==> src/rtl/vn_pkg.sv <==
package vn_pkg;

	// field widths
	localparam int COMP_W     = 24;
	localparam int SQ_W       = 2 * COMP_W;
	localparam int ROOT_W     = COMP_W;
	localparam int UNIT_SHIFT = 14;
	localparam int QUO_W      = UNIT_SHIFT + 1;
	localparam int UNIT_W     = 16;
	localparam int LANES      = 3;

	// pipeline depths
	localparam int SQRT_STEPS = ROOT_W;
	localparam int DIV_STEPS  = QUO_W;

	// one component as sign and absolute value
	typedef struct packed {
		logic              neg;
		logic [COMP_W-1:0] mag;
	} comp_t;

	typedef comp_t [LANES-1:0] vec_t;

endpackage

==> src/rtl/vn_square.sv <==
module vn_square (
	input  logic                             clk,
	input  logic                             arst_n,
	input  logic                             in_valid,
	input  logic signed [vn_pkg::COMP_W-1:0] in_x,
	input  logic signed [vn_pkg::COMP_W-1:0] in_y,
	input  logic signed [vn_pkg::COMP_W-1:0] in_z,
	output logic                             out_valid,
	output logic [vn_pkg::SQ_W-1:0]          out_sum,
	output vn_pkg::vec_t                     out_vec
);

	logic                    valid_s1, valid_s2, valid_s3;
	vn_pkg::vec_t            vec_s1, vec_s2, vec_s3;
	vn_pkg::vec_t            vec_in;
	logic [vn_pkg::SQ_W-1:0] sq_s2 [vn_pkg::LANES];
	logic [vn_pkg::SQ_W-1:0] sum_s3;

	// sign and absolute value of each component
	function automatic vn_pkg::comp_t split_comp(input logic [vn_pkg::COMP_W-1:0] c);
		vn_pkg::comp_t r;
		r.neg = c[vn_pkg::COMP_W-1];
		r.mag = r.neg ? (~c + vn_pkg::COMP_W'(1)) : c;
		return r;
	endfunction

	assign vec_in[0] = split_comp(in_x);
	assign vec_in[1] = split_comp(in_y);
	assign vec_in[2] = split_comp(in_z);

	// valid bits
	always_ff @(posedge clk or negedge arst_n) begin
		if (!arst_n) begin
			valid_s1 <= 1'b0;
			valid_s2 <= 1'b0;
			valid_s3 <= 1'b0;
		end else begin
			valid_s1 <= in_valid;
			valid_s2 <= valid_s1;
			valid_s3 <= valid_s2;
		end
	end

	// stage 1 absolute values, stage 2 squares, stage 3 sum
	always_ff @(posedge clk) begin
		vec_s1 <= vec_in;
		vec_s2 <= vec_s1;
		vec_s3 <= vec_s2;
		for (int i = 0; i < vn_pkg::LANES; i++) begin
			sq_s2[i] <= {{vn_pkg::COMP_W{1'b0}}, vec_s1[i].mag}
				* {{vn_pkg::COMP_W{1'b0}}, vec_s1[i].mag};
		end
		sum_s3 <= sq_s2[0] + sq_s2[1] + sq_s2[2];
	end

	assign out_valid = valid_s3;
	assign out_sum   = sum_s3;
	assign out_vec   = vec_s3;

endmodule

==> config.mk <==
export PLATFORM = sky130hd
export DESIGN_NAME = vn_square
export DESIGN_NICKNAME = d
export VERILOG_FILES = /design/src/rtl/vn_pkg.sv /design/src/rtl/vn_square.sv
export SDC_FILE = /design/constraint.sdc
export NUM_CORES = 2
export LEC_CHECK = 0
export ABC_AREA = 1
export BUFFER_PORTS_ARGS = -buffer_cell sky130_fd_sc_hd__buf_2
export CORE_UTILIZATION = 50
export DETAILED_ROUTE_END_ITERATION = 8
export GPL_TIMING_DRIVEN = 0
export PLACE_DENSITY = 0.69
export SYNTH_ARGS = -nofsm -noshare
export SYNTH_HDL_FRONTEND = slang
export SYNTH_SLANG_ARGS = --single-unit
==> constraint.sdc <==
create_clock -name clk -period 5.9 [get_ports clk]
set_input_delay 1.18 -clock clk [delete_from_list [all_inputs] [get_ports clk]]
set_output_delay 1.18 -clock clk [all_outputs]
set_load 0.02 [all_outputs]
=== Word-level counts from Yosys, hierarchy flattened ===
Memory sizes are Yosys's and may differ from the RTL's.
Cells that the tools add are included.
Widths: inputs -> output; s select.

* Bits in registers: 276
* RAM bits: 144
* Bits of input ports: 75
* Output and inout bits: 124
* Word-level logic and storage cells: 40
* Memories: 1

* Add/sub/neg operators: 5
* Multipliers: 3
* Muxes and demuxes: 3
* Bitwise logic cells: 3

{| class="wikitable"
|+ Memories
! memory !! words !! width !! rd ports !! clocked after memory_dff !! wr ports !! RTL line !! RTL
|-
| sq_s2 || 3 || 48 || 3 || 0 || 3 || vn_square.sv:16 || <nowiki>logic [vn_pkg::SQ_W-1:0] sq_s2 [vn_pkg::LANES];</nowiki>
|}

{| class="wikitable"
|+ Operator list
! operator !! count
|-
| $mul 24x24->48 || 3
|-
| $add 48x48->48 || 2
|-
| $add 24x1->24 const B || 3
|-
| $not 24->24 || 3
|-
| $mux 23 || 3
|}

=== Depth between registers and ports, before layout ===
* Depth after elaboration: 3
* Mapped depth: 30
* Gate-level depth less buffers: 28

=== Worst setup path after synthesis ===
Ideal clock, no wire load.

* Kind: register to register
* Start point: register vec_s1[27] in the netlist's numbering
* End point: memory sq_s2[0][88] in the netlist's numbering
* Setup time: 0.112 ns
* Arrival time: 5.745 ns
* Data required time: 5.788 ns
* Slack: 0.043 ns
* Stages on the path, launching flop included: 27
* Path buffers: 1
* Period minus slack after synthesis: 5.857 ns
* Cells stage by stage: dfxtp_1 clkbuf_1 nand2_1 fa_1 inv_1 fa_1 inv_1 fa_1 inv_1 fa_1 inv_1 fa_1 inv_1 fa_1 inv_1 fa_1 inv_1 ha_1 nand2_1 nor2_2 nand2_1 nor2_1 nand2_1 nand3_2 nand2_1 nand3_1 nand2_1

{| class="wikitable"
|+ RTL lines
! item !! RTL line !! RTL
|-
| start: declaration || vn_square.sv:14 || <nowiki>vn_pkg::vec_t vec_s1, vec_s2, vec_s3;</nowiki>
|-
| start signal: assignment || vn_square.sv:46 || <nowiki>vec_s1 <= vec_in;</nowiki>
|-
| end: declaration || vn_square.sv:16 ||
|}

==> reports/qor.yml <==
yosysTopAreaCell: "fa_1"
placed_cells: 10560
drc: 0
first_pass_iters: 8
drt-met1-wl_mm: 82.6
yosys_register_bits: 414
drt_iter0_markers: 4213
final_hold_viol_count: 0
viasPerCell: 5.02
cp_top_family: "adder cells"
max_freq_ghz: 0.165
cp.depth: 26
endpoint: "sq_s2[0][90]"
critPathLaunch: "vec_s1[32]"
io_pins: 199
synth_xor_area_share_pct: 2.49
synth_edf_count: 0
rsz0062_at_grt: "true"
synth_area_leaders: "fa_1, inv_1, nand2_1, dfxtp_1, ha_1"
layout-drive-gt1-share_pct: 20.0
clock-root-buffer: "clkbuf_16"
synthCells: 8592
max_slew.worst_pin.slew_ps: 710
dieWidth_um: 370
ff2ff_setup_slack_ps: -160
wl_met2_mm: 94.6
crit_type: "reg -> reg"
fin_nets: 11141
die-area_um2: 137000
path_clk_slew_ps: 80
yosys.area_share.simple_pct: 17.7
regToRegStartpoint: "vec_s1[32]"
synth_top_cell_area_share_pct: 38.9
place.gp.congestion: 0.972
synthesis.area_um2: 67800
finalMaxSlewViolations: 0
status: "complete, but fails checks"
crit_fanout: 5
fin_setup_tns_ps: -2160
synth_cell_types: 40
coreArea_um2: 134000
drv_cap: 0
wire_per_inst_um: 18.6
antenna_found_initial: 8
top_layer_used: "met5"
fp.dieH_um: 370
worst_slack_ps: -160
crit_arrival_ps: 6580
post-route-min-period_ps: 6060
final_core_util_pct: 61.1
clock_latency_ps: 670
ys_async_sr_fraction_pct: 0.725
cts-buffers-inserted: 48
h-tree-depth: 2
fin_skew_ps: 33.0
grt_overflow: 0
dp_hpwl_mm: 160
port_buffers: 198
grt_pass1_wl_mm: 309
synth.yosys.seq_area_share_pct: 12.3
end_kind: "flip-flop"
required_ps: 6420
critPathBufInv: 8
cpPeakStageDelay_ps: 590
relSlewSlack_pct: 52.3
synthAdderAreaFrac_pct: 49.5
layout_common_cells: "inv_1, nand2_1, fa_1"
worst_hold_path_type: "reg -> reg"
synth_warnings: 0
worstRegToRegCells: 26
crit_path_start_kind: "flip-flop"
whs_ps: 297
final-setup-viol-count: 41
cts.sinks: 414
num_rows: 134
grt_pass1_vias: 56528
fin_cells: 10984
vias: 55131
track_usage_pct: 29.4
synthFlopType: "dfxtp_1"
area_growth_pct: 20.7
drt_wl_total_mm: 204
mostFrequentLayoutCell: "inv_1"
failed_checks: "setup timing"
synthMuxAreaShare_pct: 0
cp_common_cell: "fa_1"
slowest_stage: "fa_1"
synth_top_family_by_area: "adder cells"
cts_tree: "built"
antenna_left: 0
grt_max_degree: 15
synth-compound-area-share_pct: 1.70
period_share_pct: 103
met3_length_mm: 17.7
initial_utilization_pct: 50.6
r2r_end: "sq_s2[0][90]"
clockBufferDepth: 3
synth_area_per_cell_um2: 7.89
worst min path at each step:
| stage | end | cells past startpoint | startpoint | slack [ps] |
|---|---|---|---|---|
| 6_report | out_vec[22] | 0 | vec_s2[22] | 300 |
| 4_1_cts | valid_s1 | 1 | arst_n | 280 |
| 5_1_grt | valid_s1 | 1 | arst_n | 300 |
| 3_5_place_dp | out_vec[70] | 0 | vec_s2[70] | 310 |
| 2_1_floorplan | out_vec[10] | 0 | vec_s2[10] | 310 |
| 3_3_place_gp | vec_s2[49] | 0 | vec_s1[49] | 310 |
synth_stat cells, types with 10 or more instances:
library cell and n:
inv_1 2761, nand2_1 2232, fa_1 1317, ha_1 573, dfxtp_1 411, nor2_1 326, clkbuf_1 149, nand3_1 149
xor2_1 134, a21oi_1 127, xnor2_1 59, nor2_2 56, nand2_2 45, nand4_1 28, nand3_2 26, inv_2 25
o21ai_0 25, o21bai_1 22, nor3_1 19, a31oi_1 15, nor2_4 15, nor3_2 10, nor4_1 10
cell families (layout without fill, tap and decap cells):
group                    after synthesis  after routing
other                                  1              4
XOR/XNOR                             193            193
flip-flops                           414            414
AND/OR/NAND/NOR                     2941           2941
AO/OA/AOI/OAI                        207            207
adder cells (fa/ha/maj)             1890           1890
buffers and inverters               2946           3567
cell type report:
cell class	count	area [um^2]
sequential	414	8570
multi-input combinational	5234	52000
antenna	1	2.50
timing repair buffer	536	3930
clock buffer	59	1320
clock inverter	30	357
buffer	150	2940
tap	1768	2210
fill	11319	52100
inverter	2792	10500
per-stage QoR:
step | setup slack [ps] | cell area, um^2
6_report | -160 | 81800
5_1_grt | -394 | 81800
4_1_cts | -12.5 | 78000
3_5_place_dp | -1470 | 71000
3_3_place_gp | -1430 | 71000
2_1_floorplan | 43.1 | 67800
metal layers:
metal | vias to the layer above | global-route usage [%]
met2 | 2344 | 47.9
met1 | 26949 | 40.0
met3 | 535 | 4.38
met5 | - | 0
met4 | 2 | 10.6
li1 | 25301 | -
state kept, by name (all words and copies together), names as in the netlist:
name and count:
out_vec 75, vec_s2 75, out_valid 1, valid_s1 1
valid_s2 1, vec_s1 75, sq_s2 138, out_sum 48
timing repair:
item                       4_1_cts  5_1_grt
resized for setup              946      842
cloned                           3       11
pin swaps                       99      408
setup endpoints to repair      110       96
hold buffers                     0        0
buffers inserted               188      137
Power is left out: the tool's default activity adds up to more than one toggle a clock period on the data nets, which glitch-free logic cannot reach.
