===== config.mk =====
export PLATFORM = sky130hd
export DESIGN_NAME = vn_div
export DESIGN_NICKNAME = d
export VERILOG_FILES = /design/src/rtl/vn_pkg.sv /design/src/rtl/vn_div.sv
export SDC_FILE = /design/constraint.sdc
export NUM_CORES = 2
export LEC_CHECK = 0
export BUFFER_PORTS_ARGS = -buffer_cell sky130_fd_sc_hd__buf_2
export CAP_MARGIN = 20
export CORE_ASPECT_RATIO = 0.7
export CORE_UTILIZATION = 58
export DETAILED_ROUTE_END_ITERATION = 8
export GPL_TIMING_DRIVEN = 0
export PLACE_DENSITY = 0.83
export SYNTH_ARGS = -nofsm -noshare
export SYNTH_HDL_FRONTEND = slang
export SYNTH_SLANG_ARGS = --single-unit

===== constraint.sdc =====
create_clock -name clk -period 3.9 [get_ports clk]
set_input_delay 0.585 -clock clk [delete_from_list [all_inputs] [get_ports clk]]
set_output_delay 0.585 -clock clk [all_outputs]
set_load 0.005 [all_outputs]

===== src/rtl/vn_pkg.sv =====
package vn_pkg;

	// field widths
	localparam int COMP_W     = 24;
	localparam int SQ_W       = 2 * COMP_W;
	localparam int ROOT_W     = COMP_W;
	localparam int UNIT_SHIFT = 14;
	localparam int QUO_W      = UNIT_SHIFT + 1;
	localparam int UNIT_W     = 16;
	localparam int LANES      = 3;

	// pipeline depths
	localparam int SQRT_STEPS = ROOT_W;
	localparam int DIV_STEPS  = QUO_W;

	// one component as sign and absolute value
	typedef struct packed {
		logic              neg;
		logic [COMP_W-1:0] mag;
	} comp_t;

	typedef comp_t [LANES-1:0] vec_t;

endpackage


===== src/rtl/vn_div.sv =====
module vn_div (
	input  logic                      clk,
	input  logic                      arst_n,
	input  logic                      in_valid,
	input  logic [vn_pkg::ROOT_W-1:0] in_len,
	input  vn_pkg::vec_t              in_vec,
	output logic                      out_valid,
	output logic [vn_pkg::ROOT_W-1:0] out_len,
	output logic [vn_pkg::LANES-1:0]  out_neg,
	output logic [vn_pkg::QUO_W-1:0]  out_quo [vn_pkg::LANES]
);

	localparam int N  = vn_pkg::DIV_STEPS;
	localparam int PW = vn_pkg::ROOT_W + 1;
	localparam int L  = vn_pkg::LANES;

	logic                      valid_s [0:N];
	logic [vn_pkg::ROOT_W-1:0] len_s   [0:N];
	logic [L-1:0]              neg_s   [0:N];
	logic [PW-1:0]             part_s  [0:N][L];
	logic [vn_pkg::QUO_W-1:0]  quo_s   [0:N][L];

	assign valid_s[0] = in_valid;
	assign len_s[0]   = in_len;

	// partial remainder starts at the absolute component
	for (genvar i = 0; i < L; i++) begin : g_init
		assign neg_s[0][i]  = in_vec[i].neg;
		assign part_s[0][i] = {1'b0, in_vec[i].mag};
		assign quo_s[0][i]  = '0;
	end

	// restoring division, one quotient bit per stage for all three lanes
	for (genvar k = 0; k < N; k++) begin : g_step
		logic [PW-1:0] diff [L];
		logic [L-1:0]  take;

		for (genvar i = 0; i < L; i++) begin : g_lane
			assign take[i] = part_s[k][i] >= {1'b0, len_s[k]};
			assign diff[i] = take[i] ? (part_s[k][i] - {1'b0, len_s[k]}) : part_s[k][i];
		end

		always_ff @(posedge clk or negedge arst_n) begin
			if (!arst_n) begin
				valid_s[k+1] <= 1'b0;
			end else begin
				valid_s[k+1] <= valid_s[k];
			end
		end

		always_ff @(posedge clk) begin
			len_s[k+1] <= len_s[k];
			neg_s[k+1] <= neg_s[k];
			for (int i = 0; i < L; i++) begin
				part_s[k+1][i] <= {diff[i][PW-2:0], 1'b0};
				quo_s[k+1][i]  <= {quo_s[k][i][vn_pkg::QUO_W-2:0], take[i]};
			end
		end
	end

	assign out_valid = valid_s[N];
	assign out_len   = len_s[N];
	assign out_neg   = neg_s[N];
	assign out_quo   = quo_s[N];

endmodule


Yosys cells after proc, flatten, opt, wreduce, memory -nomap -nowiden
Index checks and enable logic that the tools add are counted.
{"block": "word_totals", "regBits": 1788, "inputBits": 102, "out_inout_bits": 73, "wordCells": 300}
{"block": "classes", "magnitude_cmp": 45, "mux": 42, "addsub": 42}
{"op": "$ge 25x24->1", "n": 42}
{"op": "$mux 24", "n": 42}
{"op": "$sub 24x24->24", "n": 42}
{"op": "$ge 24x24->1", "n": 3}

Depth between registers and ports, before layout
{"block": "depth", "ltp_word": 2, "ltp_mapped": 15, "mapped_depth_nobuf": 13}

Worst setup path after synthesis
No wires, ideal clock.
{"block": "synth_path", "path_kind": "register to register", "from": "register len_s[193] in the netlist's numbering", "to": "register part_s[582] in the netlist's numbering", "path_buffers": 1, "stages_incl_launch_ff": 14, "setup_time_ps": 121, "period_less_slack_ps": 3590, "arrival_ps": 3469, "slack_ps": 310, "path_cell_list": "dfxtp_1 -> inv_1 -> ha_1 -> nor2b_1 -> o31a_1 -> o31ai_2 -> a211oi_1 -> a211oi_2 -> a21oi_2 -> a221oi_2 -> a21oi_2 -> a2111oi_4 -> buf_6 -> mux2_2"}
{"element": "start, declared", "line_no": "vn_div.sv:18", "source": "logic [vn_pkg::ROOT_W-1:0] len_s [0:N];"}
{"element": "start signal, assigned by index", "line_no": "vn_div.sv:52", "source": "len_s[k+1] <= len_s[k];"}
{"element": "end signal, assigned by index", "line_no": "vn_div.sv:55", "source": "part_s[k+1][i] <= {diff[i][PW-2:0], 1'b0};"}
{"element": "end, declared", "line_no": "vn_div.sv:20", "source": "logic [PW-1:0] part_s [0:N][L];"}

==> results.toml <==
[worst_setup_path]
path_class = "reg2reg"
startpoint = "len_s[77]"
r2r-start = "len_s[77]"
r2r_slack_ps = -30
reg2reg_depth = 14
arrival_ps = 4610
cp-endpoint = "part_s[193]"
endpoint_kind = "flop"
critical_path_peak_fanout = 10
cp-start-kind = "flop"
slowest_delay_ps = 450
cp_slowest_cell = "a311oi_4"
required_ps = 4580
path_cells = "inv_1, ha_1, o21ai_0, o2bb2ai_1, a311oi_4, o2111ai_4, a21oi_4, o31a_1, and2_1, a311oi_2, o21ai_2, buf_6, buf_12, mux2_2"
worstReg2RegEnd = "part_s[193]"

[synthesis]
synth_nets = 11700
synth_seq_cells = 1788
synth_edf_count = 0
synthArstFlopShare_pct = 0.839
syn_area_per_cell_sq_um = 9.30
seq_area_frac_synth_pct = 36.9
yosysWarnings = 0
netlist_area_sq_um = 97300
yosys_most_used_dff = "dfxtp_1"
ys_types = 91
synth_cells = 10500

[global_routing]
busiest_layer = "met1"
grt_pass1_wl_mm = 479
grt_use_met2_pct = 49.8
grt_util_met1_pct = 55.9
use_met3_pct = 14.4
grt_max_degree = 18
grt_overflow = 0
grt_use_total_pct = 37.8
grt_pass1_vias = 74800
grt_antenna_before_repair = 35

[sta]
fin_skew_ps = 33.4
slew_headroom_pct = 10.0
min_period_over_period_pct = 101
slew_viol_final = 0
finalSetupViolations = 3
fmaxAchievable_mhz = 254
tightest_slew_ps = 1340
fin_ws_ps = -29.9
hold_viol = 0
layout_min_cycle_time_ps = 3930

[power_and_ir_drop]
power.leakage_nw = 49.1
p_per_area_nw_per_um2 = 1060
ir_drop_uv = 621

[place]
hpwl_mm = 270
pre_cts_slack_ps = -1430
gp_congestion = 1.06
place_area_sq_um = 101000
placed_cells_incl_taps = 12900
port_buffers = 174

[finish]
stdcell_count = 13300
drive_gt1_share_pct = 13.9
nets = 12100
area_growth_pct = 12.2
design_area_sq_um = 109000

[floorplanning]
fp.dieW_microns = 491
design.die.area_sq_um = 169000
die_h_microns = 345
row_count = 125
design.core.area_sq_um = 166000
start_util_pct = 58.5
io_pins = 175

[detailed_routing]
dr.pass1.iters = 9
drc = 10
viasPerCell = 6.15
drt-total-wl_mm = 333
drt_iter0_drc = 9272
ant_nets = 0
via_count = 81600
wl_per_cell_microns = 25.1

[run_status]
status = "complete, but fails checks"
failed_checks = "DRC, setup timing"

[clock_network]
htreeDepth = 4
clk_latency_ps = 840
cts-root-buf = "clkbuf_16"
cts_tree = "built"
cts_buffer_depth = 3
clkSlewWorstSetupHoldPaths_ps = 70
cts_inserted_buffers = 169
clock_sinks = 1788

[min_path]
hp-class = "in2reg"

[run]
maxCapViolations = 0
## worst max-delay path, delay by kind of cell, from the launching register on
kind,cells,cell delay [ps]
compound gates,8,1950
buf+inv,3,520
mux,1,380
flops,1,370
fa+ha+maj,1,360
simple gates,1,190
## final cells by class
type	count	area, sq um
clock buffers	216	4720
clock inverters	99	1320
repair buffers	263	1680
diodes	13	32.5
well taps	2222	2780
fillers	13600	57100
plain buffers	265	1660
inverters	640	2410
multi-input cells	7759	58700
flip-flops and latches	1788	35900
## cell families after synthesis
family / after synthesis / share of synthesized area [%]
mux: 623 / 7.15
fa+ha+maj: 1119 / 14.7
xor+xnor: 794 / 7.15
buf+inv: 912 / 3.87
simple gates: 2476 / 12.3
compound gates: 2747 / 18.0
flops: 1788 / 36.9
## metal layers
metal	share of wire, %	wire length [microns]	up-vias
li1	-	-	38200
met1	47	155000	38900
met2	37	124000	3916
met3	13	44000	551
met4	2.9	9660	20
met5	0.040	134	-
## report_power, final
part	leakage (nW)	internal, W	switching [W]
clock network	2.92	0.0102	0.00770
registers	15.1	0.0262	0.00575
logic	31.1	0.0283	0.0379
## Yosys cell counts (21+ instances only)
library cell     n  area (sq um)
nand3_1        162           811
fa_1            42           841
mux2i_1         49           490
nor3b_1         21           158
o31a_1          30           263
or3_1           69           432
buf_4           72           541
and4_1          26           228
nor3_1         180           901
mux2_2         573          6450
nor2b_1        150           938
buf_2           40           200
a221oi_1        23           201
or2_2           39           244
nand4_1        150           938
a21oi_1        769          3850
o21ai_0        671          3360
a21boi_0        56           420
ha_1          1077         13500
o21bai_1        80           601
a211oi_1        72           541
a31oi_1         82           513
o21a_1         166          1250
dfxtp_1       1773         35500
a2111oi_0       22           193
xor2_1         294          2570
a21o_1         383          2880
and3_1          73           457
o2111ai_1       22           193
nand2b_1       135           845
nor2_1         652          2450
a211o_1         34           298
inv_1          640          2400
clkbuf_1       139           522
xnor2_1        500          4380
o211ai_1        43           323
o31ai_1         73           548
nor4_1          29           181
and2_1          48           300
nand2_1        683          2560
## layout by cell type, fill, tap and decap left out, drive strengths merged, types with 69 or more instances in the layout
cell type,instances
nor2,652
o21a,166
ha,1077
o21ai,684
a21oi,772
nand2b,135
mux2,574
a31oi,82
dfxtp,1773
a21o,383
or3,69
nand2,683
o21bai,80
a211oi,74
buf,364
nand4,150
xor2,294
nor3,181
o31ai,74
nor2b,150
xnor2,500
clkbuf,349
inv,660
and3,73
nand3,162
## flip-flops by register name, summed over array words and instances, names as in the netlist
register / flops
part_s: 1008
len_s: 336
quo_s: 315
out_quo: 45
neg_s: 42
out_len: 24
valid_s: 14
out_neg: 3
out_valid: 1
## repair_timing
action | 4_1_cts | 5_1_grt
hold buffers | 31 | 0
setup buffers | 28 | 19
endpoints found under the hold margin | 45 | 0
setup endpoints to repair | 869 | 785
resized for setup | 220 | 221
pin swaps | 29 | 25
## worst min path at each step
stage                from      endpoint  slack, ps  cells past startpoint
6_report       in_vec[73]  part_s[1074]         30                      2
5_1_grt        in_vec[65]  part_s[1066]         10                      2
4_1_cts        in_vec[69]  part_s[1070]        0.9                      2
3_5_place_dp   quo_s[468]    quo_s[424]        310                      0
3_3_place_gp   quo_s[334]    quo_s[290]        310                      0
2_1_floorplan      arst_n     out_valid        290                      0
## per-stage QoR
stage	utilization (%)	setup TNS, ps	power, W	hold slack (ps)
after global routing	65.7	-541	0.122	11.7
final	65.7	-81.0	0.116	34.5
after global placement	60.7	-490410	0.0917	310
after floorplan	-	0	0.0735	289
after CTS	65.1	0	0.113	0.886
after detailed placement	60.8	-445770	0.0927	312
Power figures use the tool's default switching activity.
