**src/rtl/vn_pkg.sv**
```systemverilog
package vn_pkg;

	// field widths
	localparam int COMP_W     = 24;
	localparam int SQ_W       = 2 * COMP_W;
	localparam int ROOT_W     = COMP_W;
	localparam int UNIT_SHIFT = 14;
	localparam int QUO_W      = UNIT_SHIFT + 1;
	localparam int UNIT_W     = 16;
	localparam int LANES      = 3;

	// pipeline depths
	localparam int SQRT_STEPS = ROOT_W;
	localparam int DIV_STEPS  = QUO_W;

	// one component as sign and absolute value
	typedef struct packed {
		logic              neg;
		logic [COMP_W-1:0] mag;
	} comp_t;

	typedef comp_t [LANES-1:0] vec_t;

endpackage

```
**src/rtl/vn_sqrt.sv**
```systemverilog
module vn_sqrt (
	input  logic                      clk,
	input  logic                      arst_n,
	input  logic                      in_valid,
	input  logic [vn_pkg::SQ_W-1:0]   in_sum,
	input  vn_pkg::vec_t              in_vec,
	output logic                      out_valid,
	output logic [vn_pkg::ROOT_W-1:0] out_root,
	output vn_pkg::vec_t              out_vec
);

	localparam int N = vn_pkg::SQRT_STEPS;

	logic                    valid_s [0:N];
	logic [vn_pkg::SQ_W-1:0] rem_s   [0:N];
	logic [vn_pkg::SQ_W-1:0] root_s  [0:N];
	vn_pkg::vec_t            vec_s   [0:N];

	assign valid_s[0] = in_valid;
	assign rem_s[0]   = in_sum;
	assign root_s[0]  = '0;
	assign vec_s[0]   = in_vec;

	// one result bit per stage, most significant first
	for (genvar k = 0; k < N; k++) begin : g_step
		localparam logic [vn_pkg::SQ_W-1:0] BIT =
			vn_pkg::SQ_W'(1) << (vn_pkg::SQ_W - 2 - 2 * k);

		logic [vn_pkg::SQ_W-1:0] trial;
		logic                    take;

		assign trial = root_s[k] + BIT;
		assign take  = rem_s[k] >= trial;

		always_ff @(posedge clk or negedge arst_n) begin
			if (!arst_n) begin
				valid_s[k+1] <= 1'b0;
			end else begin
				valid_s[k+1] <= valid_s[k];
			end
		end

		always_ff @(posedge clk) begin
			vec_s[k+1] <= vec_s[k];
			if (take) begin
				rem_s[k+1]  <= rem_s[k] - trial;
				root_s[k+1] <= (root_s[k] >> 1) + BIT;
			end else begin
				rem_s[k+1]  <= rem_s[k];
				root_s[k+1] <= root_s[k] >> 1;
			end
		end
	end

	assign out_valid = valid_s[N];
	assign out_root  = root_s[N][vn_pkg::ROOT_W-1:0];
	assign out_vec   = vec_s[N];

endmodule

```
**config.mk**
```make
export PLATFORM = sky130hd
export DESIGN_NAME = vn_sqrt
export DESIGN_NICKNAME = d
export VERILOG_FILES = /design/src/rtl/vn_pkg.sv /design/src/rtl/vn_sqrt.sv
export SDC_FILE = /design/constraint.sdc
export NUM_CORES = 2
export LEC_CHECK = 0
export ABC_AREA = 1
export BUFFER_PORTS_ARGS = -buffer_cell sky130_fd_sc_hd__buf_2
export CORE_UTILIZATION = 54
export CTS_CLUSTER_SIZE = 40
export DETAILED_ROUTE_END_ITERATION = 10
export GPL_ROUTABILITY_DRIVEN = 0
export PLACE_DENSITY = 0.7
export SLEW_MARGIN = 20
export SYNTH_ARGS = -nofsm -noshare
export SYNTH_HDL_FRONTEND = slang
export SYNTH_SLANG_ARGS = --single-unit
export TNS_END_PERCENT = 1
```
**constraint.sdc**
```tcl
create_clock -name clk -period 2.2 [get_ports clk]
set_input_delay 0.55 -clock clk [delete_from_list [all_inputs] [get_ports clk]]
set_output_delay 0.55 -clock clk [all_outputs]
set_load 0.05 [all_outputs]
```
# Yosys cells after proc, flatten, opt, wreduce, memory -nomap -nowiden
# Index checks and enable logic that the tools add are counted.
totals:
  reg_bits: 4055
  in_bits: 126
  word_cells: 377
classes:
  addsub: 69
  n_lt_le_gt_ge: 24
  muxes: 47
ops:
  columns: ["cell", "count"]
  rows:
  - ["greater-or-equal comparator 48 bit", 23]
  - ["2-to-1 mux 48 bit", 23]
  - ["2-to-1 mux 47 bit", 23]
  - ["subtractor 48 bit", 22]
  - ["adder 47 x 11 -> 48 bit (second input constant)", 1]
  - ["adder 47 x 13 -> 48 bit (second input constant)", 1]
  - ["adder 47 x 15 -> 48 bit (second input constant)", 1]
  - ["adder 47 x 17 -> 48 bit (second input constant)", 1]
  - ["adder 47 x 19 -> 48 bit (second input constant)", 1]
  - ["adder 47 x 21 -> 48 bit (second input constant)", 1]
  - ["adder 47 x 23 -> 48 bit (second input constant)", 1]
  - ["adder 47 x 25 -> 48 bit (second input constant)", 1]
  - ["adder 47 x 27 -> 48 bit (second input constant)", 1]
  - ["adder 47 x 29 -> 48 bit (second input constant)", 1]
  - ["adder 47 x 3 -> 48 bit (second input constant)", 1]
  - ["adder 47 x 31 -> 48 bit (second input constant)", 1]
  - ["adder 47 x 33 -> 48 bit (second input constant)", 1]
  - ["adder 47 x 35 -> 48 bit (second input constant)", 1]
  - ["adder 47 x 37 -> 48 bit (second input constant)", 1]
  - ["adder 47 x 39 -> 48 bit (second input constant)", 1]
  - ["adder 47 x 41 -> 48 bit (second input constant)", 1]
  - ["adder 47 x 43 -> 48 bit (second input constant)", 1]
  - ["adder 47 x 45 -> 48 bit (second input constant)", 1]
  - ["adder 47 x 5 -> 48 bit (second input constant)", 1]
  - ["other kinds (29)", 29]

# Depth between registers and ports, before layout
logic_depth:
  depth_word: 3
  mapped_depth: 17
  depth_no_buf: 16

# Least setup slack after synthesis
# No wires, ideal clock.
synth_path:
  kind: "register -> register"
  startpoint: "register root_s[900] in the netlist's numbering"
  endpoint: "register rem_s[854] in the netlist's numbering"
  setup_time_ns: 0.113
  arrival_ns: 1.792
  t_required_ns: 2.087
  slack_ns: 0.295
  path_stages_with_launch: 12
  synth_period_minus_slack_ns: 1.905
  path_cell_list: "dfxtp_1 > inv_1 > ha_1 > nand3b_1 > nand3_1 > a21oi_1 > o21ai_1 > nor2_4 > nand2_2 > buf_4 > nand2_1 > nand2_1"
synth_via:
  elab_chain_len: 3
  word_cells_on_any_way: 4
synth_lines:
  columns: ["item", "line", "text"]
  rows:
  - ["from (decl)", "vn_sqrt.sv:16", "logic [vn_pkg::SQ_W-1:0] root_s [0:N];"]
  - ["from (signal, indexed assignment)", "vn_sqrt.sv:47", "root_s[k+1] <= (root_s[k] >> 1) + BIT;"]
  - ["from (signal, indexed assignment)", "vn_sqrt.sv:50", "root_s[k+1] <= root_s[k] >> 1;"]
  - ["adder 48 x 35 -> 48 bit", "vn_sqrt.sv:32", "assign trial = root_s[k] + BIT;"]
  - ["greater-or-equal comparator 48 bit", "vn_sqrt.sv:33", "assign take = rem_s[k] >= trial;"]
  - ["net g_step[6].take", "vn_sqrt.sv:30", "logic take;"]
  - ["2-to-1 mux 48 bit", "vn_sqrt.sv:45", "if (take) begin"]
  - ["to (signal, indexed assignment)", "vn_sqrt.sv:46", "rem_s[k+1] <= rem_s[k] - trial;"]
  - ["to (signal, indexed assignment)", "vn_sqrt.sv:49", "rem_s[k+1] <= rem_s[k];"]
  - ["to (decl)", "vn_sqrt.sv:15", "logic [vn_pkg::SQ_W-1:0] rem_s [0:N];"]
# The timed path passes the listed nets, and every way through them passes these cells.
# A chain may end at the register's enable or synchronous reset.

# Worst setup path in the final report
layout_path:
  startpoint: "register root_s[555] in the netlist's numbering"
  endpoint: "register rem_s[514] in the netlist's numbering"
layout_via:
  elab_chain_len: 3
  word_cells_on_any_way: 4
layout_lines:
  columns: ["item", "line"]
  rows:
  - ["adder 48 x 21 -> 48 bit *", "vn_sqrt.sv:32"]
  - ["subtractor 48 bit / greater-or-equal comparator 48 bit (equally long branches)", "vn_sqrt.sv:46, vn_sqrt.sv:33"]
  - ["2-to-1 mux 48 bit *", "vn_sqrt.sv:45"]
# Mark *: on every way between the ends. The rest lies on a longest branch, timed or not.

==> metrics list <==
- TritonCTS clock tree: built
- Subtracting the final worst setup slack from the clock period gives 2.26 ns.
- Top layer in use: met4
- Synth cell types: 57
* Number of instances in the synthesized netlist: 10855
* 1st-iter DRT viols: 6450
- Total DRC errors in the routed layout: 1
* Violated checks: DRC, setup timing
- At the later pin of the worst-skew pair, clock insertion delay measures 0.94 ns.
* Detailed route wirelength on metal2: 109 mm
- Cell Area, Placed: 0.108 mm²
- For this configuration, the core starts out at a cell density of 54.6%.
- Global route total overflow: 0
* Post-synthesis area per instance: 9.37 µm²
- Class of the most critical setup path: reg -> reg
- The clock tree synthesis step divided the H-tree into 5 levels.
- Once routing completed, OpenROAD measured the worst setup slack at -0.0593 ns.
* Run status: finished, violations left
- Final Power: 165 mW
- Mapped cell area: 0.102 mm²
* Pin slew with the least headroom to its limit: 0.709 ns
- Category of the worst setup path launch point: register
- Height of the die: 436 µm
* Wire per inst: 16.4 µm
- The floorplan has 158 rows.
- DP Wirelength: 175 mm
* Overall global routing resource usage: 24.2%
- Full die area: 0.190 mm²
* Post-route cell area: 0.122 mm²
- Of the synthesized area, sequential elements account for 63.6%.
- Synthesis produced a netlist with a net count of 11303.
- Total Neg Setup Slack: -0.0986 ns
- Clock edge transition at the registers on the reported setup and hold paths: 0.07 ns
- Boundary pin count: 226
- Total length of routed met3 wires: 20.0 mm
- Hold Crit Class: in -> async
- Final hold analysis gives a worst-case slack of 0.110 ns.
* Number of warning messages in the yosys log: 0
* Count of state elements after synthesis: 3228
- Max-slew violation count: 0
- Dividing total power by cell area gives a power density of 1350 mW/mm².
- Measured along the x axis, the die boundary spans 436 µm.
- Count of clock tree sinks: 3228
- Port Buffers: 225
* Via count of the first global-routing pass: 71352
* Final net count: 12294
- Max Root-Sink Buffers: 4
* Number of iterations in the first detailed-routing pass: 11
- Entering global routing, the biggest net connects 36 pins.
* Primary FF master, synth: dfxtp_1
- Endpoint class of the critical path: register
- In this run the standard cell core region covers 0.186 mm².
- Diode insertion count for antenna repair: 0
* Highest clock rate: 0.443 GHz
- The final layout contains routed wiring with a total length of 238 mm.
- Leakage: 57.9 nW
- RSZ-0062 raised after global routing: yes
* Worst slew margin: 52.4%
* Share of the core filled with cells: 65.6%
* Data arrival, critical path: 3.03 ns
- MaxCap Viol Count: 0
- Cts bufs inserted: 313
- Setup violations remaining at the end of the flow were counted as 4.
- Yosys mapped a number of flops with a built-in enable equal to 0.
- First-pass GRT wire length: 370 mm
* Hold Fails Final Rpt: 0
* Met1 layer wirelength in the final routing: 96.9 mm
- Fraction of registers with async set or reset after synthesis: 0.743%
- Data on the critical path is required at its endpoint by 2.97 ns.
- Area growth, synth to finish: 20.0%
* Via-per-instance ratio: 5.03
- Maximum fanout count along the critical path: 22
- Clock tree skew after final layout: 0.0639 ns
- Final worst-path cycle share: 103%
* Final antenna-violating net count: 0
- Peak supply drop: 1100 µV
- The post-route netlist has 14.4% of its cells at a drive strength greater than 1.
* Root Buffer: clkbuf_16
- The worst register-to-register path has a setup slack of -0.06 ns.
* Initial antenna violation count: 1
* Via count: 73081
-- state kept, by name, indices dropped and copies added, names as in the netlist --
signal	count
out_valid	1
rem_s	1104
out_root	24
vec_s	1725
root_s	276
out_vec	75
valid_s	23
-- kinds of logic (layout without fill, tap and decap cells) --
logic type,Yosys count,count (layout),share of synthesized area [%]
xor+xnor,283,283,2.44
simple gates,4718,4719,19.5
buf+inv,1520,2725,6.12
compound gates,784,784,4.39
fa+ha+maj,322,322,3.96
flops,3228,3228,63.6
-- report_power, final --
group / switching, mW / total [mW] / internal, mW / leakage (nW)
logic: 23.9 / 38.6 / 14.8 / 25.6
clock network: 21.2 / 52.9 / 31.7 / 5.04
registers: 7.02 / 73.5 / 66.5 / 27.2
total: 52.1 / 165 / 113 / 57.9
-- critical path, cell delays in order (launching register included) --
cell      delay, ns
dfxtp_2        0.36
inv_1          0.08
ha_4           0.30
nand2_1        0.14
nor2_2         0.15
inv_1          0.09
nor2_4         0.10
nand3b_1       0.14
nor2_1         0.18
nor2_2         0.08
nand2_4        0.10
inv_2          0.06
buf_12         0.16
nand2_1        0.07
nand2_1        0.10
-- cell type report --
class,instances,area (µm²)
timing repair inverter,2,17.5
timing repair buffer,816,6260
sequential,3228,64800
clock buffer,426,8870
tap,2480,3100
multi-input combinational,6108,32400
clock inverter,104,1390
inverter,1377,5220
fill,14324,64100
-- synth_stat cells, types with 28 or more instances --
library cell  number  area share [%]
a21oi_1          339             1.7
a21oi_2           58            0.50
buf_2             35            0.17
buf_4             88            0.65
dfxtp_1         3204              63
ha_1             322             4.0
inv_1           1354             5.0
nand2_1         2714              10
nand3_1          473             2.3
nand3b_1          48            0.35
nand4_1          195             1.2
nor2_1           967             3.6
nor2_2            28            0.17
nor3_1           113            0.56
nor4_1            85            0.52
o21ai_0          212             1.0
o21ai_1           71            0.35
xnor2_1          148             1.3
xor2_1           135             1.2
-- path summary, 6_finish.rpt --
path	start	end	cells past startpoint
max in group asynchronous	arst_n	valid_s[7]	2
max	root_s[555]	rem_s[514]	14
min	arst_n	valid_s[13]	2
min reg2reg	vec_s[1767]	vec_s[1692]	0
min in group clk	in_vec[10]	vec_s[1735]	2
max reg2reg	root_s[555]	rem_s[514]	14
-- per-layer routing --
layer	up-vias	track usage, %
li1	35923	-
met1	33279	30.4
met2	3111	40.0
met3	768	5.03
met4	0	11.4
met5	-	0
-- per-stage QoR --
step                      cells  setup WS [ns]
final                     14541        -0.0593
after global routing      14541         -0.187
after CTS                 14516        -0.0238
after detailed placement  13858         -0.214
after global placement    13858         -0.201
after floorplan           10855          0.295
-- repair_timing --
| action | CTS | global route |
|---|---|---|
| cloned | 1 | 4 |
| setup endpoints to repair | 278 | 484 |
| gates resized for setup | 89 | 420 |
| setup buffers | 2 | 21 |
| endpoints found under the hold margin | 148 | 0 |
| hold buffers | 125 | 0 |
| pin swaps | 1 | 32 |
-- placed cells by master (no fill, tap or decap), types with 13 or more instances in the layout --
cell,count
dfxtp_1,3155
nand2_1,2653
inv_1,1352
nor2_1,887
nand3_1,461
buf_4,445
clkbuf_16,320
a21oi_1,281
ha_1,251
buf_2,214
nand4_1,195
o21ai_0,171
xnor2_1,147
xor2_1,135
dlygate4sd3_1,125
a21oi_2,107
nor3_1,106
o21ai_1,99
nor2_2,88
nor4_1,82
nand2_2,80
clkbuf_1,57
ha_4,51
clkbuf_8,51
nand3b_1,48
clkinv_2,43
dfxtp_2,41
o21ai_2,35
bufinv_16,30
nor2_4,29
dfrtp_1,24
buf_12,23
or2_2,20
ha_2,20
inv_2,17
nand3_2,16
a21o_1,13
o21bai_1,13
inv_6,13
No activity file was read; power rests on OpenSTA's default activity.
